<file path="config.mk">
export PLATFORM = sky130hd
export DESIGN_NAME = atc_queue
export DESIGN_NICKNAME = d
export VERILOG_FILES = /design/src/rtl/core/assert_macros.svh /design/src/rtl/core/atc_pkg.sv /design/src/rtl/core/atc_queue.sv
export SDC_FILE = /design/constraint.sdc
export NUM_CORES = 1
export LEC_CHECK = 0
export ABC_AREA = 1
export ABC_CLOCK_PERIOD_IN_PS = 2600
export BUFFER_PORTS_ARGS = -buffer_cell sky130_fd_sc_hd__buf_4
export CAP_MARGIN = 10
export CORE_AREA = 2 2 116 90
export CTS_CLUSTER_DIAMETER = 200
export CTS_CLUSTER_SIZE = 16
export DETAILED_ROUTE_END_ITERATION = 6
export DIE_AREA = 0 0 118 92
export SLEW_MARGIN = 5
export SYNTH_ARGS = -nofsm -noshare
export SYNTH_HDL_FRONTEND = slang
export SYNTH_SLANG_ARGS = --single-unit
</file>
<file path="constraint.sdc">
create_clock -name i_clk -period 2.6 [get_ports i_clk]
set_input_delay 0.39 -clock i_clk [delete_from_list [all_inputs] [get_ports i_clk]]
set_output_delay 0.39 -clock i_clk [all_outputs]
set_load 0.1 [all_outputs]
</file>
<file path="src/rtl/core/assert_macros.svh">
// assertion macros shared by the console rtl
`ifndef ASSERT_MACROS_SVH
`define ASSERT_MACROS_SVH

// property checked on every clock, masked while reset is low
`define ATC_ASSERT(label, prop, msg) \
    label: assert property (@(posedge i_clk) disable iff (!i_rst_n) (prop)) else $error(msg);

// condition in one cycle implies a consequence in the next
`define ATC_ASSERT_NEXT(label, ante, cons, msg) \
    label: assert property (@(posedge i_clk) disable iff (!i_rst_n) (ante) |=> (cons)) \
        else $error(msg);

`endif

</file>
<file path="src/rtl/core/atc_pkg.sv">
`default_nettype none
// ============================================================================
// atc_pkg
// types, codes and helpers shared by the text console front and back ends
// ============================================================================
package atc_pkg;

    // widths cover the full parameter ranges
    localparam int ROW_W = 6;
    localparam int COL_W = 7;

    localparam logic [1:0] CMD_FEED  = 2'd0;
    localparam logic [1:0] CMD_READ  = 2'd1;
    localparam logic [1:0] CMD_DIRTY = 2'd2;

    localparam logic [7:0] CH_ESC   = 8'h1B;
    localparam logic [7:0] CH_LBRK  = 8'h5B;
    localparam logic [7:0] CH_SEMI  = 8'h3B;
    localparam logic [7:0] CH_ZERO  = 8'h30;
    localparam logic [7:0] CH_NINE  = 8'h39;
    localparam logic [7:0] CH_CR    = 8'h0D;
    localparam logic [7:0] CH_LF    = 8'h0A;
    localparam logic [7:0] CH_BS    = 8'h08;
    localparam logic [7:0] CH_DEL   = 8'h7F;
    localparam logic [7:0] CH_FF    = 8'h0C;
    localparam logic [7:0] CH_TAB   = 8'h09;
    localparam logic [7:0] CH_SPACE = 8'h20;
    localparam logic [7:0] CH_TILDE = 8'h7E;
    localparam logic [7:0] CH_H     = 8'h48;
    localparam logic [7:0] CH_F     = 8'h66;
    localparam logic [7:0] CH_J     = 8'h4A;
    localparam logic [7:0] CH_K     = 8'h4B;
    localparam logic [7:0] CH_C     = 8'h43;
    localparam logic [7:0] CH_M     = 8'h6D;

    localparam logic [15:0] PARAM_MAX = 16'hFFFF;

    typedef struct packed {
        logic [1:0] cmd;
        logic [7:0] data_byte;
        logic [4:0] read_row;
        logic [5:0] read_col;
    } t_in_item;

    typedef struct packed {
        logic [4:0] cursor_row;
        logic [5:0] cursor_col;
        logic [3:0] current_color;
        logic [7:0] cell_char;
        logic [3:0] cell_color;
        logic       dirty_found;
        logic [4:0] dirty_row;
    } t_out_item;

    typedef enum logic [1:0] {
        PH_IDLE,
        PH_ESC,
        PH_CSI
    } t_esc_phase;

    typedef enum logic [3:0] {
        OP_NOP,
        OP_READ,
        OP_DIRTY,
        OP_CR,
        OP_LF,
        OP_BKSP,
        OP_CLEAR,
        OP_TAB,
        OP_PRINT,
        OP_CUP,
        OP_EL,
        OP_CUF
    } t_op_kind;

    // classified item passed from the front end to the back end
    typedef struct packed {
        t_op_kind         kind;
        logic [7:0]       ch;
        logic [ROW_W-1:0] arg_row;
        logic [COL_W:0]   arg_col;
        logic [3:0]       pen;
        logic             rd_ok;
    } t_op;

    typedef enum logic [2:0] {
        BK_IDLE,
        BK_EXEC,
        BK_FILL,
        BK_TAB,
        BK_SCROLL,
        BK_SCROLL_END,
        BK_SCAN,
        BK_RESP
    } t_back_state;

    // sgr colour code (30-37 or 90-97) to pen, code 0 resets the pen to 0, other codes keep the old pen
    function automatic logic [3:0] sgr_pen(input logic [15:0] v, input logic [3:0] old);
        logic [15:0] b;
        logic [3:0]  p;
        begin
            b = (v >= 16'd90 && v <= 16'd97) ? v - 16'd60 : v;
            p = old;
            if (v == 16'd0) begin
                p = 4'd0;
            end else begin
                unique case (b)
                    16'd30:  p = 4'd4;
                    16'd31:  p = 4'd5;
                    16'd32:  p = 4'd8;
                    16'd33:  p = 4'd2;
                    16'd34:  p = 4'd7;
                    16'd35:  p = 4'd6;
                    16'd36:  p = 4'd3;
                    16'd37:  p = 4'd1;
                    default: p = old;
                endcase
            end
            return p;
        end
    endfunction

endpackage
`default_nettype wire

</file>
<file path="src/rtl/core/atc_queue.sv">
`default_nettype none
// ============================================================================
// atc_queue
// two-entry queue of classified ops between front and back end
// ============================================================================
module atc_queue
    import atc_pkg::*;
(
    input  wire logic i_clk,
    input  wire logic i_rst_n,
    input  wire logic i_push,
    input  wire t_op  i_op,
    output logic      o_ready,
    output logic      o_valid,
    output t_op       o_op,
    input  wire logic i_pop
);

    t_op        r_slots [2];
    logic       r_wptr, r_rptr;
    logic [1:0] r_count;

    assign o_ready = (r_count != 2'd2);
    assign o_valid = (r_count != 2'd0);
    assign o_op    = r_slots[r_rptr];

    always_ff @(posedge i_clk) begin
        if (i_push) begin
            r_slots[r_wptr] <= i_op;
        end
    end

    always_ff @(posedge i_clk) begin
        if (!i_rst_n) begin
            r_wptr  <= 1'b0;
            r_rptr  <= 1'b0;
            r_count <= 2'd0;
        end else begin
            if (i_push) begin
                r_wptr <= !r_wptr;
            end
            if (i_pop) begin
                r_rptr <= !r_rptr;
            end
            r_count <= r_count + 2'(i_push) - 2'(i_pop);
        end
    end

endmodule
`default_nettype wire

</file>
Word level (Yosys, flattened, before mapping)
Memories as Yosys holds them, arrays and structs flattened. A register that Yosys moved wholly into a read port is not among the register bits.
Cells that the tools add are included.
{"block": "word_totals", "regBits": 4, "ramBits": 62, "inputBits": 35, "output_inout_bits": 33, "wordCells": 14, "n_memories": 1}
{"block": "op_classes", "n_addsub": 2, "n_eq_ne": 1, "n_mux": 4, "reduce_logical": 3}
{"name": "r_slots", "depth": 2, "word_bits": 31, "rd": 1, "rd_clocked_by_memory_dff": 1, "write_ports": 1, "line": "atc_queue.sv:19", "source": "t_op r_slots [2];"}
{"operator": "$mux W1", "count": 4}
{"operator": "$add A2 B1 Y2", "count": 1}
{"operator": "$logic_not A1 Y1", "count": 2}
{"operator": "$ne A2 B2 Y1 const B", "count": 1}
{"operator": "$reduce_bool A2 Y1", "count": 1}
{"operator": "$sub A2 B1 Y2", "count": 1}

Longest topological paths before layout
{"block": "depth", "depth_word": 3, "mapped_depth": 7, "mapped_depth_nobuf": 7}

Worst setup path before layout
No wires, ideal clock.
{"block": "synth_timing", "path_type": "input-to-reg", "start": "input i_push", "end": "memory r_slots[0][0] in the netlist's numbering (enable)", "setup_time_ns": 0.420, "t_arrival_ns": 1.737, "t_required_ns": 2.180, "slack_ns": 0.443, "stages": 2, "path_buffers": 0, "path_cell_list": "inv_1 > nor2_1"}
{"block": "synth_via", "elab_chain_cells": 2}
{"item": "start, declared", "line": "atc_queue.sv:11", "source": "input wire logic i_push,"}
{"item": "$mux W1", "line": "atc_queue.sv:28", "source": "if (i_push) begin"}
{"item": "$mux W1 (not written as such)", "line": "atc_queue.sv:29", "source": "r_slots[r_wptr] <= i_op;"}
{"item": "end, declared", "line": "atc_queue.sv:19"}
Every way passes these cells.

==> results.cfg <==
[power_and_ir_drop]
powerDensity_nw_per_um2 = 898
peakVddDrop_v = 0.000533
p_leak_nw = 1.34
power_mw = 3.12

[critical_path]
rrSetupSlack_ns = 1.28
r2r_start = r_wptr
worstPathRequired_ns = 2.21
end_kind = output port
crit_type = register to output port
critical_path_arrival_ns = 1.51
endpoint = o_op[30]
worstPathMaxFanout = 17
r2r_cells = 2
start_kind = register
regToRegEndpoint = r_slots[0][16]

[synth]
synth_edf_count = 62
postSynthAreaPerCell_um2 = 19.1
ys_ff_latch = 67
ys_seq_area_share_pct = 79.4
synth_cell_types = 10
synthCells = 129
yosys-top-cells-area = edfxtp_1 (75%), mux2_2 (14%), dfxtp_1 (4.1%), nand2_1 (1.5%), buf_6 (1.4%)
synthFlopType = edfxtp_1
syn_nets = 166
yosysTopAreaCellShare_pct = 75.4
synth_most_common_cell = edfxtp_1
synth_common_cells = edfxtp_1 (62), mux2_2 (31), nand2_1 (10)
synth_top_cell_by_area = edfxtp_1
async_reset_ff_share_pct = 0
netlist_area_um2 = 2470
synth_warnings = 0

[job]
max_cap_violations = 0

[sta]
drv_slew = 0
finalClockSkew_ns = 0.00623
tns_ns = 0
finalCriticalPeriod_ns = 1.90
rsz0062_at_grt = false
timing.slew.headroom_pct = 65.1
fin_crit_sh_pct = 73.2
setup_viol = 0
hold_viol_final = 0
clock.fmax_mhz = 525
worstMarginPinSlew_ns = 0.522

[global_routing]
grt_max_degree = 18
grt_pass1_vias = 1397
grt_first_pass_wirelength_mm = 6.98
antenna_found_initial = 0
grt.total_usage_pct = 8.85
grt_overflow_total = 0

[clock_network]
cts-buffers-inserted = 9
cts_resized = 0
cts_tree = done
cts_root_buf = clkbuf_16
htree_levels = 3
post_cts_buffers = 0
cts.path.max_buffers = 2
cts_sinks = 67
clkLatencyLatePin_ns = 0.32
cts_hold_buf = 0
clk_pin_slew_ns = 0.06

[placed_design]
dp.cells = 334
portBuffers = 67
gp_congestion = 0.638

[final_layout]
instances_no_fill = 350
layout-drive-gt1-share_pct = 55.1
nNetsFinal = 246
area_growth_pct = 40.7
diodes = 0

[die]
dieArea_um2 = 10900
fp.coreArea_um2 = 9890
ioPinCount = 68
initial_core_util_pct = 25.0
rows = 32
die_w_um = 118
die_h_um = 92

[routing]
drt-total-wl_mm = 4.44
first_pass_iters = 4
vias = 1351
drtIter0Drc = 54
wl_per_cell_um = 12.7
ant_nets = 0
viasPerCell = 3.86
route.detailed.drc = 0

[worst_hold_path]
worstHoldPathCells = 1
worstHoldPathType = input port to register

[outcome]
status = finished clean
-- worst min-delay path by stage --
stage	startpoint	endpoint	slack, ns
floorplan	r_rptr	register	0.46
global placement	r_rptr	r_rptr	0.48
detailed placement	r_rptr	r_rptr	0.49
CTS	i_op[22]	r_slots[0][22]	0.23
global route	i_op[22]	r_slots[0][22]	0.23
finish	i_op[22]	r_slots[0][22]	0.25
-- cell usage in the layout (no fill, tap or decap) --
cell / instances
a21oi_1: 1
buf_12: 1
buf_4: 71
bufinv_16: 2
clkbuf_16: 9
clkinv_1: 2
clkinv_2: 3
dfxtp_1: 5
edfxtp_1: 62
ha_1: 2
inv_1: 7
mux2_2: 31
nand2_1: 10
nand3_1: 1
nor2_1: 6
nor2_4: 1
-- critical path: stages, from the launching register on --
cell	delay [ns]
dfxtp_1	0.32
buf_4	0.26
mux2_2	0.38
buf_4	0.23
-- sequential cells by signal, summed over array words and instances, names as in the netlist, named ones only --
signal   flops
r_count      2
r_slots     62
r_wptr       1
r_rptr       1
-- metal layers --
metal / share of wire, % / GRT usage [%] / up-vias
met1: 44 / 10.6 / 651
li1: - / - / 643
met3: 7.0 / 4.79 / 7
met2: 47 / 13.3 / 50
met4: 1.4 / 3.61 / 0
met5: 0 / 0 / -
-- logic make-up (layout without fill, tap and decap cells) --
family,after synthesis,in the layout,share of synthesized area (%)
AOI/OAI and AO/OA,1,1,0.202
adders and majority gates,2,2,1.01
buffers and inverters,10,95,2.43
DFF,67,67,79.4
muxes,31,31,14.1
and+or+nand+nor,18,18,2.79
-- metrics by stage --
| stage | setup WS (ns) | hold WS (ns) | cell area (µm²) | utilization, % |
|---|---|---|---|---|
| 3_3_place_gp | 1.01 | 0.476 | 3170 | 32.0 |
| 3_5_place_dp | 1.00 | 0.487 | 3170 | 32.0 |
| 2_1_floorplan | 0.443 | 0.463 | 2470 | - |
| 6_report | 0.696 | 0.247 | 3470 | 35.1 |
| 4_1_cts | 0.651 | 0.231 | 3470 | 35.1 |
| 5_1_grt | 0.615 | 0.227 | 3470 | 35.1 |
-- power by group --
group	leakage (nW)	switching [mW]	total, mW	internal [mW]
registers	0.624	0.0140	1.26	1.25
logic	0.565	0.472	0.630	0.158
clock network	0.154	0.404	1.23	0.826
total	1.34	0.890	3.12	2.23
-- final cells by class --
type | count | area (µm²)
clock buffers | 9 | 225
clock inverters | 7 | 82.6
fillers | 980 | 6410
inverters | 7 | 26.3
multi-input cells | 52 | 455
flip-flops and latches | 67 | 1960
well taps | 136 | 170
repair buffers | 72 | 553
No activity file was read; power rests on OpenSTA's default activity.
