==> src/rtl/core/assert_macros.svh <==
// assertion macros shared by the console rtl
`ifndef ASSERT_MACROS_SVH
`define ASSERT_MACROS_SVH

// property checked on every clock, masked while reset is low
`define ATC_ASSERT(label, prop, msg) \
    label: assert property (@(posedge i_clk) disable iff (!i_rst_n) (prop)) else $error(msg);

// condition in one cycle implies a consequence in the next
`define ATC_ASSERT_NEXT(label, ante, cons, msg) \
    label: assert property (@(posedge i_clk) disable iff (!i_rst_n) (ante) |=> (cons)) \
        else $error(msg);

`endif

==> src/rtl/core/atc_pkg.sv <==
`default_nettype none
// ============================================================================
// atc_pkg
// types, codes and helpers shared by the text console front and back ends
// ============================================================================
package atc_pkg;

    // widths cover the full parameter ranges
    localparam int ROW_W = 6;
    localparam int COL_W = 7;

    localparam logic [1:0] CMD_FEED  = 2'd0;
    localparam logic [1:0] CMD_READ  = 2'd1;
    localparam logic [1:0] CMD_DIRTY = 2'd2;

    localparam logic [7:0] CH_ESC   = 8'h1B;
    localparam logic [7:0] CH_LBRK  = 8'h5B;
    localparam logic [7:0] CH_SEMI  = 8'h3B;
    localparam logic [7:0] CH_ZERO  = 8'h30;
    localparam logic [7:0] CH_NINE  = 8'h39;
    localparam logic [7:0] CH_CR    = 8'h0D;
    localparam logic [7:0] CH_LF    = 8'h0A;
    localparam logic [7:0] CH_BS    = 8'h08;
    localparam logic [7:0] CH_DEL   = 8'h7F;
    localparam logic [7:0] CH_FF    = 8'h0C;
    localparam logic [7:0] CH_TAB   = 8'h09;
    localparam logic [7:0] CH_SPACE = 8'h20;
    localparam logic [7:0] CH_TILDE = 8'h7E;
    localparam logic [7:0] CH_H     = 8'h48;
    localparam logic [7:0] CH_F     = 8'h66;
    localparam logic [7:0] CH_J     = 8'h4A;
    localparam logic [7:0] CH_K     = 8'h4B;
    localparam logic [7:0] CH_C     = 8'h43;
    localparam logic [7:0] CH_M     = 8'h6D;

    localparam logic [15:0] PARAM_MAX = 16'hFFFF;

    typedef struct packed {
        logic [1:0] cmd;
        logic [7:0] data_byte;
        logic [4:0] read_row;
        logic [5:0] read_col;
    } t_in_item;

    typedef struct packed {
        logic [4:0] cursor_row;
        logic [5:0] cursor_col;
        logic [3:0] current_color;
        logic [7:0] cell_char;
        logic [3:0] cell_color;
        logic       dirty_found;
        logic [4:0] dirty_row;
    } t_out_item;

    typedef enum logic [1:0] {
        PH_IDLE,
        PH_ESC,
        PH_CSI
    } t_esc_phase;

    typedef enum logic [3:0] {
        OP_NOP,
        OP_READ,
        OP_DIRTY,
        OP_CR,
        OP_LF,
        OP_BKSP,
        OP_CLEAR,
        OP_TAB,
        OP_PRINT,
        OP_CUP,
        OP_EL,
        OP_CUF
    } t_op_kind;

    // classified item passed from the front end to the back end
    typedef struct packed {
        t_op_kind         kind;
        logic [7:0]       ch;
        logic [ROW_W-1:0] arg_row;
        logic [COL_W:0]   arg_col;
        logic [3:0]       pen;
        logic             rd_ok;
    } t_op;

    typedef enum logic [2:0] {
        BK_IDLE,
        BK_EXEC,
        BK_FILL,
        BK_TAB,
        BK_SCROLL,
        BK_SCROLL_END,
        BK_SCAN,
        BK_RESP
    } t_back_state;

    // sgr colour code (30-37 or 90-97) to pen, code 0 resets the pen to 0, other codes keep the old pen
    function automatic logic [3:0] sgr_pen(input logic [15:0] v, input logic [3:0] old);
        logic [15:0] b;
        logic [3:0]  p;
        begin
            b = (v >= 16'd90 && v <= 16'd97) ? v - 16'd60 : v;
            p = old;
            if (v == 16'd0) begin
                p = 4'd0;
            end else begin
                unique case (b)
                    16'd30:  p = 4'd4;
                    16'd31:  p = 4'd5;
                    16'd32:  p = 4'd8;
                    16'd33:  p = 4'd2;
                    16'd34:  p = 4'd7;
                    16'd35:  p = 4'd6;
                    16'd36:  p = 4'd3;
                    16'd37:  p = 4'd1;
                    default: p = old;
                endcase
            end
            return p;
        end
    endfunction

endpackage
`default_nettype wire

==> src/rtl/core/atc_front.sv <==
`default_nettype none
// ============================================================================
// atc_front
// takes items, runs the escape parser and pen logic, emits classified ops
// ============================================================================
module atc_front
    import atc_pkg::*;
#(
    parameter int ROW_COUNT    = 30,
    parameter int COLUMN_COUNT = 40,
    parameter int PARAM_SLOTS  = 4
) (
    input  wire logic     i_clk,
    input  wire logic     i_rst_n,
    input  wire logic     i_cfg_wr_en,
    input  wire logic     i_cfg_wr_data,
    input  wire logic     i_in_valid,
    output logic          o_in_stall,
    input  wire t_in_item i_in_data,
    input  wire logic     i_hold,
    output logic          o_push,
    output t_op           o_op,
    input  wire logic     i_q_ready
);

    `include "assert_macros.svh"

    localparam int SW = (PARAM_SLOTS > 1) ? $clog2(PARAM_SLOTS) : 1;

    logic             r_enable;
    t_esc_phase       r_phase, n_phase;
    logic [SW-1:0]    r_slot, n_slot;
    logic [15:0]      r_params [PARAM_SLOTS];
    logic [15:0]      n_params [PARAM_SLOTS];
    logic [3:0]       r_pen, n_pen;

    logic             w_acc;
    logic [7:0]       w_b;
    logic [15:0]      w_sel;
    logic [19:0]      w_acc_val;
    logic [15:0]      w_p0, w_p1;
    logic [15:0]      w_r, w_c, w_n;
    logic [3:0]       w_sgr;
    logic [7:0]       w_rr8, w_rc8;

    assign o_in_stall = !i_q_ready || i_hold;
    assign w_acc      = i_in_valid && !o_in_stall;
    assign o_push     = w_acc;
    assign w_b        = i_in_data.data_byte;

    // decimal accumulate with saturation
    assign w_sel     = r_params[r_slot];
    assign w_acc_val = ({4'd0, w_sel} << 3) + ({4'd0, w_sel} << 1)
                     + {16'd0, w_b[3:0]};

    assign w_p0 = r_params[0];
    assign w_p1 = r_params[1];
    assign w_r  = (w_p0 == 16'd0) ? 16'd0 : w_p0 - 16'd1;
    assign w_c  = (r_slot != '0 && w_p1 != 16'd0) ? w_p1 - 16'd1 : 16'd0;
    assign w_n  = (w_p0 == 16'd0) ? 16'd1 : w_p0;

    assign w_rr8 = {3'd0, i_in_data.read_row};
    assign w_rc8 = {2'd0, i_in_data.read_col};

    always_comb begin
        logic [3:0] p;
        p = r_pen;
        for (int i = 0; i < PARAM_SLOTS; i++) begin
            if (SW'(i) <= r_slot) begin
                p = sgr_pen(r_params[i], p);
            end
        end
        w_sgr = p;
    end

    always_comb begin
        n_phase  = r_phase;
        n_slot   = r_slot;
        n_params = r_params;
        n_pen    = r_pen;
        o_op     = '0;
        o_op.kind = OP_NOP;
        if (w_acc) begin
            unique case (i_in_data.cmd)
                CMD_FEED: begin
                    if (r_enable) begin
                        unique case (r_phase)
                            PH_IDLE: begin
                                if (w_b == CH_ESC) begin
                                    n_phase = PH_ESC;
                                end else if (w_b == CH_CR) begin
                                    o_op.kind = OP_CR;
                                end else if (w_b == CH_LF) begin
                                    o_op.kind = OP_LF;
                                end else if (w_b == CH_BS || w_b == CH_DEL) begin
                                    o_op.kind = OP_BKSP;
                                end else if (w_b == CH_FF) begin
                                    o_op.kind = OP_CLEAR;
                                end else if (w_b == CH_TAB) begin
                                    o_op.kind = OP_TAB;
                                end else if (w_b >= CH_SPACE && w_b <= CH_TILDE) begin
                                    o_op.kind = OP_PRINT;
                                end
                            end
                            PH_ESC: begin
                                if (w_b == CH_LBRK) begin
                                    n_phase = PH_CSI;
                                    n_slot  = '0;
                                    for (int i = 0; i < PARAM_SLOTS; i++) begin
                                        n_params[i] = 16'd0;
                                    end
                                end else begin
                                    n_phase = PH_IDLE;
                                end
                            end
                            default: begin
                                if (w_b >= CH_ZERO && w_b <= CH_NINE) begin
                                    n_params[r_slot] = (w_acc_val > {4'd0, PARAM_MAX})
                                                     ? PARAM_MAX : w_acc_val[15:0];
                                end else if (w_b == CH_SEMI) begin
                                    if (int'(r_slot) < PARAM_SLOTS - 1) begin
                                        n_slot = r_slot + SW'(1);
                                    end
                                end else begin
                                    n_phase = PH_IDLE;
                                    if (w_b == CH_H || w_b == CH_F) begin
                                        o_op.kind    = OP_CUP;
                                        o_op.arg_row = (w_r >= 16'(ROW_COUNT))
                                                     ? ROW_W'(ROW_COUNT - 1) : w_r[ROW_W-1:0];
                                        o_op.arg_col = (w_c >= 16'(COLUMN_COUNT))
                                                     ? (COL_W+1)'(COLUMN_COUNT - 1)
                                                     : w_c[COL_W:0];
                                    end else if (w_b == CH_J) begin
                                        o_op.kind = OP_CLEAR;
                                    end else if (w_b == CH_K) begin
                                        o_op.kind = OP_EL;
                                    end else if (w_b == CH_C) begin
                                        o_op.kind    = OP_CUF;
                                        o_op.arg_col = (w_n >= 16'(COLUMN_COUNT))
                                                     ? (COL_W+1)'(COLUMN_COUNT) : w_n[COL_W:0];
                                    end else if (w_b == CH_M) begin
                                        n_pen = w_sgr;
                                    end
                                end
                            end
                        endcase
                    end
                end
                CMD_READ: begin
                    o_op.kind    = OP_READ;
                    o_op.arg_row = w_rr8[ROW_W-1:0];
                    o_op.arg_col = w_rc8[COL_W:0];
                    o_op.rd_ok   = (w_rr8 < 8'(ROW_COUNT)) && (w_rc8 < 8'(COLUMN_COUNT));
                end
                CMD_DIRTY: begin
                    if (r_enable) begin
                        o_op.kind = OP_DIRTY;
                    end
                end
                default: begin
                    o_op.kind = OP_NOP;
                end
            endcase
        end
        o_op.ch  = w_b;
        o_op.pen = n_pen;
    end

    always_ff @(posedge i_clk) begin
        if (!i_rst_n) begin
            r_enable <= 1'b0;
            r_phase  <= PH_IDLE;
            r_slot   <= '0;
            r_pen    <= 4'd0;
            for (int i = 0; i < PARAM_SLOTS; i++) begin
                r_params[i] <= 16'd0;
            end
        end else begin
            if (i_cfg_wr_en) begin
                r_enable <= i_cfg_wr_data;
            end
            r_phase  <= n_phase;
            r_slot   <= n_slot;
            r_pen    <= n_pen;
            r_params <= n_params;
        end
    end

    // an escape byte is always followed by csi or a return to idle
    `ATC_ASSERT_NEXT(a_esc_leaves, w_acc && r_enable && i_in_data.cmd == CMD_FEED && r_phase == PH_ESC, r_phase != PH_ESC, "escape phase held after a byte")

endmodule
`default_nettype wire

==> config.mk <==
export PLATFORM = sky130hd
export DESIGN_NAME = atc_front
export DESIGN_NICKNAME = d
export VERILOG_FILES = /design/src/rtl/core/atc_pkg.sv /design/src/rtl/core/atc_front.sv
export VERILOG_INCLUDE_DIRS = /design/src /design/src/rtl/core
export SDC_FILE = /design/constraint.sdc
export NUM_CORES = 1
export LEC_CHECK = 0
export BUFFER_PORTS_ARGS = -buffer_cell sky130_fd_sc_hd__buf_4
export CAP_MARGIN = 20
export CORE_ASPECT_RATIO = 0.7
export CORE_MARGIN = 2
export CORE_UTILIZATION = 40
export CTS_CLUSTER_DIAMETER = 200
export DETAILED_ROUTE_END_ITERATION = 8
export GPL_TIMING_DRIVEN = 0
export PLACE_DENSITY = 0.65
export SLEW_MARGIN = 40
export SYNTH_ARGS = -nofsm -noshare
export SYNTH_HDL_FRONTEND = slang
export SYNTH_SLANG_ARGS = --single-unit
==> constraint.sdc <==
create_clock -name i_clk -period 4.15 [get_ports i_clk]
set_input_delay 0.415 -clock i_clk [delete_from_list [all_inputs] [get_ports i_clk]]
set_output_delay 0.415 -clock i_clk [all_outputs]
set_load 0.005 [all_outputs]
# --- Yosys cells after proc, flatten, opt, wreduce, memory -nomap -nowiden ---
# Cells that the tools add are included.
word_totals:
  wordCells: 213
  output_inout_bits: 33
  reg_bits: 73
  inputBits: 28
classes:
  n_addsub: 9
  mux: 84
  n_eq_ne: 55
  bitwise: 2
  n_reduce_logical: 30
  n_lt_le_gt_ge: 25
op_table:
  columns: ["operator", "n"]
  rows:
  - ["$eq A16 B6 Y1 const B", 24]
  - ["$mux W16", 11]
  - ["$mux W4", 34]
  - ["$eq A16 B5 Y1 const B", 8]
  - ["$mux W64", 2]
  - ["$pmux W4 S8", 4]
  - ["$pmux W64 S2", 1]
  - ["$mux W14", 5]
  - ["$bwmux W64", 1]
  - ["$eq A8 B7 Y1 const B", 8]
  - ["$ge A16 B7 Y1 const B", 4]
  - ["$le A16 B7 Y1 const B", 4]
  - ["$logic_not A16 Y1", 4]
  - ["$sub A16 B6 Y16 const B", 4]
  - ["$mux W8", 6]
  - ["$eq A8 B4 Y1 const B", 5]
  - ["$bmux W16 S2", 1]
  - ["$demux W16 S2", 1]
  - ["$ge A16 B6 Y1 const B", 2]
  - ["$sub A16 B1 Y16 const B", 2]
  - ["$pmux W14 S2", 1]
  - ["$add A19 B17 Y20", 1]
  - ["$add A20 B4 Y20", 1]
  - ["$gt A20 B16 Y1 const B", 1]
  - ["other kinds (36)", 70]

# --- Depth between registers and ports, before layout ---
# Gate-level depths: netlist (run 1).
depth:
  depth_word: 27
  depth_mapped: 15
  mapped_depth_nobuf: 13

# --- Least setup slack after synthesis (run 1) ---
# No wires, ideal clock.
synth_path:
  path_kind: "reg2reg"
  startpoint: "register r_slot[0]"
  endpoint: "register r_params, in the netlist w_p0[2]"
  setup_time_ns: 0.145
  n_path_buf: 3
  synth_period_minus_slack_ns: 4.370
  path_stages_with_launch: 14
  arrival_ns: 4.224
  required_time_ns: 4.005
  path_slack_ns: -0.220
  cell_sequence: "dfxtp_1 -> buf_2 -> clkbuf_1 -> mux4_2 -> ha_1 -> ha_1 -> a211o_1 -> nor3_1 -> a211oi_1 -> a31o_2 -> a2111o_1 -> o211ai_1 -> clkbuf_1 -> a41oi_1"
synth_via:
  elab_chain_len: 11
  word_cells_on_any_way: 16
  classes_between: "2 x add/sub; 3 x order compare; 9 x mux; 1 x bitwise; 1 x reduce/logical"
synth_rtl:
  columns: ["element", "line", "rtl"]
  rows:
  - ["start, declared", "atc_front.sv:32", "logic [SW-1:0] r_slot, n_slot;"]
  - ["start signal, assigned", "atc_front.sv:183", "r_slot <= n_slot;"]
  - ["$not A2 Y3 (*)", "atc_front.sv:52, atc_front.sv:119", null]
  - ["$bmux W16 S2", "atc_front.sv:52", "assign w_sel = r_params[r_slot];"]
  - ["$mux W16 (not written as such) (2 in a row)", "atc_front.sv:52", null]
  - ["$add A19 B17 Y20", "atc_front.sv:53", "assign w_acc_val = ({4'd0, w_sel} << 3) + ({4'd0, w_sel} << 1)"]
  - ["$add A20 B4 Y20", "atc_front.sv:54", "+ {16'd0, w_b[3:0]};"]
  - ["$gt A20 B16 Y1", "atc_front.sv:118", "n_params[r_slot] = (w_acc_val > {4'd0, PARAM_MAX})"]
  - ["$mux W16", "atc_front.sv:119", "? PARAM_MAX : w_acc_val[15:0];"]
  - ["$bwmux W64 (*)", "atc_front.sv:118", null]
  - ["$mux W64 (*)", "atc_front.sv:117", "if (w_b >= CH_ZERO && w_b <= CH_NINE) begin"]
  - ["$pmux W64 S2 (*)", "atc_front.sv:87", "unique case (r_phase)"]
  - ["end signal, assigned", "atc_front.sv:185", "r_params <= n_params;"]
  - ["end, declared", "atc_front.sv:33", "logic [15:0] r_params [PARAM_SLOTS];"]
# Mark *: on every way between the ends. The rest lies on a longest branch, timed or not. The select of a mux whose other input is x is not followed.
# A chain may end at the register's enable or synchronous reset.

# --- Worst setup path in the final report (run 1) ---
layout_path:
  startpoint: "register r_params, in the netlist w_p0[6]"
  endpoint: "register r_params, in the netlist w_p1[5]"
layout_via:
  elab_chain_len: 10
layout_rtl:
  columns: ["element", "line"]
  rows:
  - ["$bmux W16 S2", "atc_front.sv:52"]
  - ["$mux W16 (not written as such) (2 in a row)", "atc_front.sv:52"]
  - ["$add A19 B17 Y20", "atc_front.sv:53"]
  - ["$add A20 B4 Y20", "atc_front.sv:54"]
  - ["$gt A20 B16 Y1", "atc_front.sv:118"]
  - ["$mux W16", "atc_front.sv:119"]
  - ["$bwmux W64", "atc_front.sv:118"]
  - ["$mux W64", "atc_front.sv:117"]
  - ["$pmux W64 S2", "atc_front.sv:87"]
# No other way between the ends. The select of a mux whose other input is x is not followed.

==> reports/results.ini, run 1 <==
[cells_and_area]
drive_above_1_share_pct=17.7
diodes=0
final_net_count=1194
instances_no_fill=1377
areaGrowthSynthToFinish_pct=18.7
postLayoutCoreUtil_pct=48.9

[synthesis]
synth_compound_area_share_pct=33.8
synth_fa_ha_area_share_pct=9.43
synth-seq-area-share_pct=18.6
synth_top_family_by_area=compound AO/OA/AOI/OAI gates
synth_xor_area_share_pct=3.25
synthTopCellsByArea=dfxtp_1, ha_1, a21oi_1, mux4_2, nand2_1
ys_ff_latch=73
synth_cell_types=88
synth_edf_count=0
muxShareOfSynthArea_pct=6.03
synthTopCellsByCount=a21oi_1, nand2_1, dfxtp_1
synthCells=1027
synthSimpleGateAreaFrac_pct=22.5
synth-async-reset-ratio_pct=0
yosysWarnings=0
synth_area_per_cell_sq_um=7.65
syn_area_sq_um=7860
yosysMostFrequentCell=a21oi_1
synth_top_area_share_pct=18.6
yosysTopAreaCell=dfxtp_1
synth_ff_type=dfxtp_1

[timing]
post-route-period-util_pct=97.9
hold_violations=0
finalMaxSlewViolations=0
max_slew_margin_pct=46.0
max_freq_mhz=246
fin_crit_ns=4.06
setup-violations-final=0
rsz0062_at_grt=true
fin_skew_ns=0.0103
tightest_slew_ns=0.804
worst_slack_ns=0.0878

[routing]
routedWlPerCell_um=20.9
drt-initial-drc-count=954
final_antenna_net_count=0
via_per_inst=6.40
wl_mm=28.8
vias=8819
drc=0
drt-pass1-iter-count=5

[power]
p_int_uw=1270
powerDensity_nw_per_um2=180
p_clk_share_pct=51.7
power_leakage_uw=0.00339
ir_worst_vdd_uv=192
seqPwrFrac_pct=41.7
p_switching_uw=405
combPwrFrac_pct=6.6
switching_share_pct=24.1

[grt]
overflow=0
antenna_found_initial=0
grt_first_pass_wirelength_mm=43.9
grt.total_usage_pct=27.3
grt_pass1_vias=7637
grt_max_degree=14

[clock_tree]
htree_levels=3
numCtsBuffers=9
clkSinkCount=73
max-clock-path-buffers=2
clk_pin_slew_ns=0.06
clock_latency_ns=0.35
ctsRootBufferMaster=clkbuf_16
cts_tree=built

[critical_path]
criticalPathCategory=reg2reg
r2r_slack_ns=0.09
crit_fanout=10
cp-start-kind=flop
cp-end-kind=flop
cp.arrival_ns=4.25
required_ns=4.34

[die]
dieArea_sq_um=20800
rows=42
die_y_um=121
pin_count=61
initial_core_util_pct=41.2
die_w_um=172
core_sq_um=19100

[placement]
preCtsSetupSlack_ns=-1.05
gp_congestion=1.01
placed_cells=1350
port_buffers=56
hpwlAfterDp_mm=22.4

[hold_path]
worst_hold_path_type=in2reg

[status]
status=finished, final reports clean

[job]
cap_violations=0

[critical path, stage by stage (launching register included)]
cell	delay, ns
dfxtp_1	0.41
clkbuf_1	0.55
mux4_2	0.41
ha_1	0.24
ha_1	0.38
o21a_1	0.13
o21a_1	0.18
o21ai_2	0.18
a211oi_4	0.07
a31o_4	0.24
a2111o_1	0.40
o211ai_1	0.09
buf_4	0.16
buf_4	0.17
buf_4	0.16
a41oi_1	0.12
[sequential cells by signal, summed over array words and instances (netlist names)]
| name | cells |
|---|---|
| r_enable | 1 |
| r_params | 32 |
| w_p0 | 16 |
| r_pen | 4 |
| w_p1 | 16 |
| r_slot | 2 |
| r_phase | 2 |
[what timing repair did]
action                                  in CTS  in global routing
pin swaps                                    2                  8
hold buffers                                 0                  0
gates resized for setup                     35                 66
setup buffers                                5                  6
endpoints found under the setup margin      74                 74
gates cloned                                 0                  1
[kinds of logic after synthesis]
| group | count (synthesis) |
|---|---|
| buf+inv | 119 |
| flops | 73 |
| mux | 27 |
| simple gates | 337 |
| compound gates | 386 |
| xor+xnor | 26 |
| other cells | 1 |
| fa+ha+maj | 58 |
[through the flow]
stage                     total power (uW)  hold slack, ns  area [sq um]  TNS, ns
after CTS                             1670           0.303          9080        0
after floorplan                        771           0.477          7870   -0.424
after detailed placement               825           0.516          8640   -52.80
final                                 1680           0.300          9330        0
after global placement                 824           0.506          8620   -70.22
after global routing                  1710           0.324          9330   -0.289
[power groups by stage]
stage          combinational (uW)  sequential [uW]  clock, uW
2_1_floorplan                54.2              717          0
3_3_place_gp                  107              717          0
3_5_place_dp                  108              717          0
4_1_cts                       108              701        863
5_1_grt                       119              700        893
6_report                      111              701        867
[layout make-up]
cell class	count	area, sq um
fillers	1873	9750
multi-input cells	837	6090
repair buffers	69	522
well taps	264	330
flip-flops and latches	73	1470
clock buffers	10	229
clock inverters	6	90.1
inverters	38	143
plain buffers	80	452
[cells in the final DEF (no fill, tap or decap), types with 13 or more instances in the layout]
cell type | synthesis | routed
a31oi_1 | 48 | 48
nand2b_1 | 13 | 13
nor4_1 | 15 | 13
a41oi_1 | 32 | 32
a211oi_1 | 38 | 37
clkbuf_1 | 63 | 44
ha_1 | 56 | 54
nand2_1 | 89 | 89
inv_1 | 38 | 38
nor2_1 | 66 | 65
nand3_1 | 19 | 19
a21oi_1 | 110 | 108
xnor2_1 | 15 | 15
mux4_2 | 16 | 16
and3_1 | 15 | 15
nor3_1 | 28 | 24
dfxtp_1 | 73 | 70
buf_4 | 11 | 83
o21a_1 | 19 | 19
o21ai_0 | 34 | 31
or3_1 | 13 | 13
[path summary, 6_finish.rpt]
path         cells after the start  endpoint           from
max                             15   w_p1[5]        w_p0[6]
min                              3  r_enable  i_cfg_wr_data
max reg2reg                     15   w_p1[5]        w_p0[6]
min reg2reg                      2  r_enable       r_enable
[routing by layer]
layer / track usage (%) / up-vias / part of all wire (%)
met3: 7.50 / 29 / 12
met2: 35.4 / 490 / 37
li1: - / 4146 / -
met1: 43.5 / 4154 / 49
met4: 5.51 / 0 / 1.4
met5: 0 / - / 0
No activity file was read; power rests on OpenSTA's default activity.
==> inputs of run 2 (changes only) <==
CTS_BUF_LIST = sky130_fd_sc_hd__clkbuf_16   (was not set)
RECOVER_POWER = 100   (was not set)
==> run 2 against run 1 <==
  * Non-clock buffer count is the same
  * Critical path type unchanged
  * Utilization shrank 0.27 points
  * Routed wire length shrank 0.24%
  * Highest routed layer unchanged
  * Sequential share of layout area grew 0.087 points
  * Setup slack lost 0.0088 ns
  * Total power shrank 0.67%
  * Maximum frequency shrank 0.22%
  * Combinational power shrank 4%
  * Global-route usage is the same
  * Clock skew is essentially flat
  * Die area is the same
  * Critical path depth is the same
==> reports/results.ini, run 2 (same netlist as run 1, synthesis figures left out) <==
[status]
status=finished, final reports clean  ; unchanged

[cells_and_area]
final_cell_mix=a21oi_1, nand2_1, dfxtp_1  ; was a21oi_1, nand2_1, buf_4
final_net_count=1194  ; unchanged
postLayoutCoreUtil_pct=48.6  ; was 48.9%
areaGrowthSynthToFinish_pct=18.0  ; was 18.7%
nFillCells=1888  ; was 1873
stdcell_area_sq_um=9270  ; was 9330 sq um
largest_reg_flops=32  ; unchanged
drive_above_1_share_pct=16.6  ; was 17.7%
diodes=0  ; unchanged
final_common_cell=a21oi_1  ; unchanged
regMostFlops=r_params  ; unchanged

[die]
rows=42  ; unchanged
die_y_um=121  ; unchanged
die_w_um=172  ; unchanged
initial_core_util_pct=41.2  ; unchanged
core_sq_um=19100  ; unchanged
pin_count=61  ; unchanged
dieArea_sq_um=20800  ; unchanged

[clock_tree]
max-clock-path-buffers=2  ; unchanged
clkSinkCount=73  ; unchanged
htree_levels=3  ; unchanged
clk_pin_slew_ns=0.06  ; about the same
clock_latency_ns=0.35  ; about the same
numCtsBuffers=9  ; unchanged
cts_tree=built  ; unchanged
ctsRootBufferMaster=clkbuf_16  ; unchanged
cts_hold_buffers=0  ; unchanged

[critical_path]
crit_family=compound AO/OA/AOI/OAI gates  ; unchanged
crit_buf_inv=4  ; unchanged
criticalPathCategory=reg2reg  ; unchanged
cp-end-kind=flop  ; unchanged
cpMostUsedCell=buf_4  ; unchanged
required_ns=4.34  ; about the same
cp.arrival_ns=4.26  ; was 4.25 ns
cp-start-kind=flop  ; unchanged
worst-path-stages=15  ; unchanged
crit_fanout=10  ; unchanged
reg2reg_to=w_p1[5]  ; unchanged
critPathMaxStageDelay_ns=0.56  ; was 0.55 ns
r2r.worst_path.cells=15  ; unchanged
r2r_slack_ns=0.08  ; was 0.09 ns
worstPathCellList=clkbuf_1, mux4_2, ha_1, ha_1, o21a_1, o21a_1, o21ai_2, a211oi_4, a31o_4, a2111o_1, o211ai_1, buf_4, buf_4, buf_4, a41oi_1  ; unchanged
rr_startpoint=w_p0[6]  ; unchanged
slowest_stage=clkbuf_1  ; unchanged

[timing]
finalMaxSlewViolations=0  ; unchanged
setup-violations-final=0  ; unchanged
hold_violations=0  ; unchanged
post-route-period-util_pct=98.1  ; was 97.9%
tightest_slew_ns=0.956  ; was 0.804 ns
rsz0062_at_grt=true  ; unchanged
worst_hold_slack_ns=0.301  ; was 0.300 ns
max_slew_margin_pct=35.8  ; was 46.0%
fin_skew_ns=0.0102  ; was 0.0103 ns
worst_slack_ns=0.0791  ; was 0.0878 ns
fin_crit_ns=4.07  ; was 4.06 ns
max_freq_mhz=246  ; about the same

[routing]
vias=8817  ; was 8819
routedWlPerCell_um=20.8  ; was 20.9 um
drt-pass1-iter-count=6  ; was 5
wl_mm=28.7  ; was 28.8 mm
final_antenna_net_count=0  ; unchanged
via_per_inst=6.40  ; about the same
drc=0  ; unchanged
drt-initial-drc-count=978  ; was 954

[grt]
grt_pass1_vias=7637  ; unchanged
grt_max_degree=14  ; unchanged
grt_first_pass_wirelength_mm=43.9  ; unchanged
grt.total_usage_pct=27.3  ; unchanged
overflow=0  ; unchanged
antenna_found_initial=0  ; unchanged

[power]
total_power_uw=1670  ; was 1680 uW
powerDensity_nw_per_um2=180  ; about the same
ir_worst_vdd_uv=193  ; was 192 uV
power_leakage_uw=0.00336  ; was 0.00339 uW

[hold_path]
hp-start=i_cfg_wr_data  ; unchanged
worst_hold_path_type=in2reg  ; unchanged
min_path_cells=3  ; unchanged
holdPathEnd=r_enable  ; unchanged

[placement]
port_buffers=56  ; unchanged
preCtsSetupSlack_ns=-1.05  ; unchanged
gp_congestion=1.01  ; unchanged
placed_area_sq_um=8640  ; unchanged
hpwlAfterDp_mm=22.4  ; unchanged

[job]
cap_violations=0  ; unchanged

run 2: worst max path at each step:
stage          startpoint      endpoint  slack [ns]
3_3_place_gp    r_slot[1]       w_p1[5]       -1.18
6_report          w_p0[6]       w_p1[5]        0.08
2_1_floorplan   r_slot[0]  r_params[11]       -0.02
3_5_place_dp    r_slot[1]  r_params[22]       -1.05
5_1_grt           w_p0[5]  r_params[23]       -0.04
4_1_cts         r_slot[0]       w_p1[1]       0.004
run 2: layer usage:
metal	routed length [um]	up-vias	share of wire, %	global-route usage (%)
li1	-	4145	-	-
met1	14000	4153	49	43.5
met2	10800	483	37	35.4
met3	3540	36	12	7.50
met4	420	0	1.5	5.51
met5	0	-	0	0
run 2: timing repair:
item | CTS | global route
buffers inserted | 5 | 6
cloned | 0 | 1
setup endpoints to repair | 74 | 74
endpoints found under the hold margin | 0 | 0
gates resized for setup | 35 | 66
pin swaps | 2 | 8
run 2: layout make-up:
type                    instances  area, sq um  area share [%]
clock inverters                 7         93.8            1.01
plain buffers                  80          452            4.87
repair buffers                 69          488            5.26
flip-flops and latches         73         1470            15.8
multi-input cells             837         6070            65.5
inverters                      38          143            1.54
well taps                     264          330            3.56
clock buffers                   9          225            2.43
run 2: power by group:
part           switching [uW]  internal, uW
clock network             333           527
registers               0.424           700
logic                    66.0          41.1
run 2: worst reg2reg max path, delay by kind of cell (launching register included):
kind	cells	cell delay [ns]
buf+inv	4	1.05
mux	1	0.41
flops	1	0.42
compound gates	8	1.42
fa+ha+maj	2	0.62
run 2: stage by stage:
stage               std cells  setup TNS (ns)
floorplan                1029          -0.424
global placement         1349          -70.22
detailed placement       1350          -52.80
CTS                      1370               0
global route             1377          -0.289
finish                   1377               0
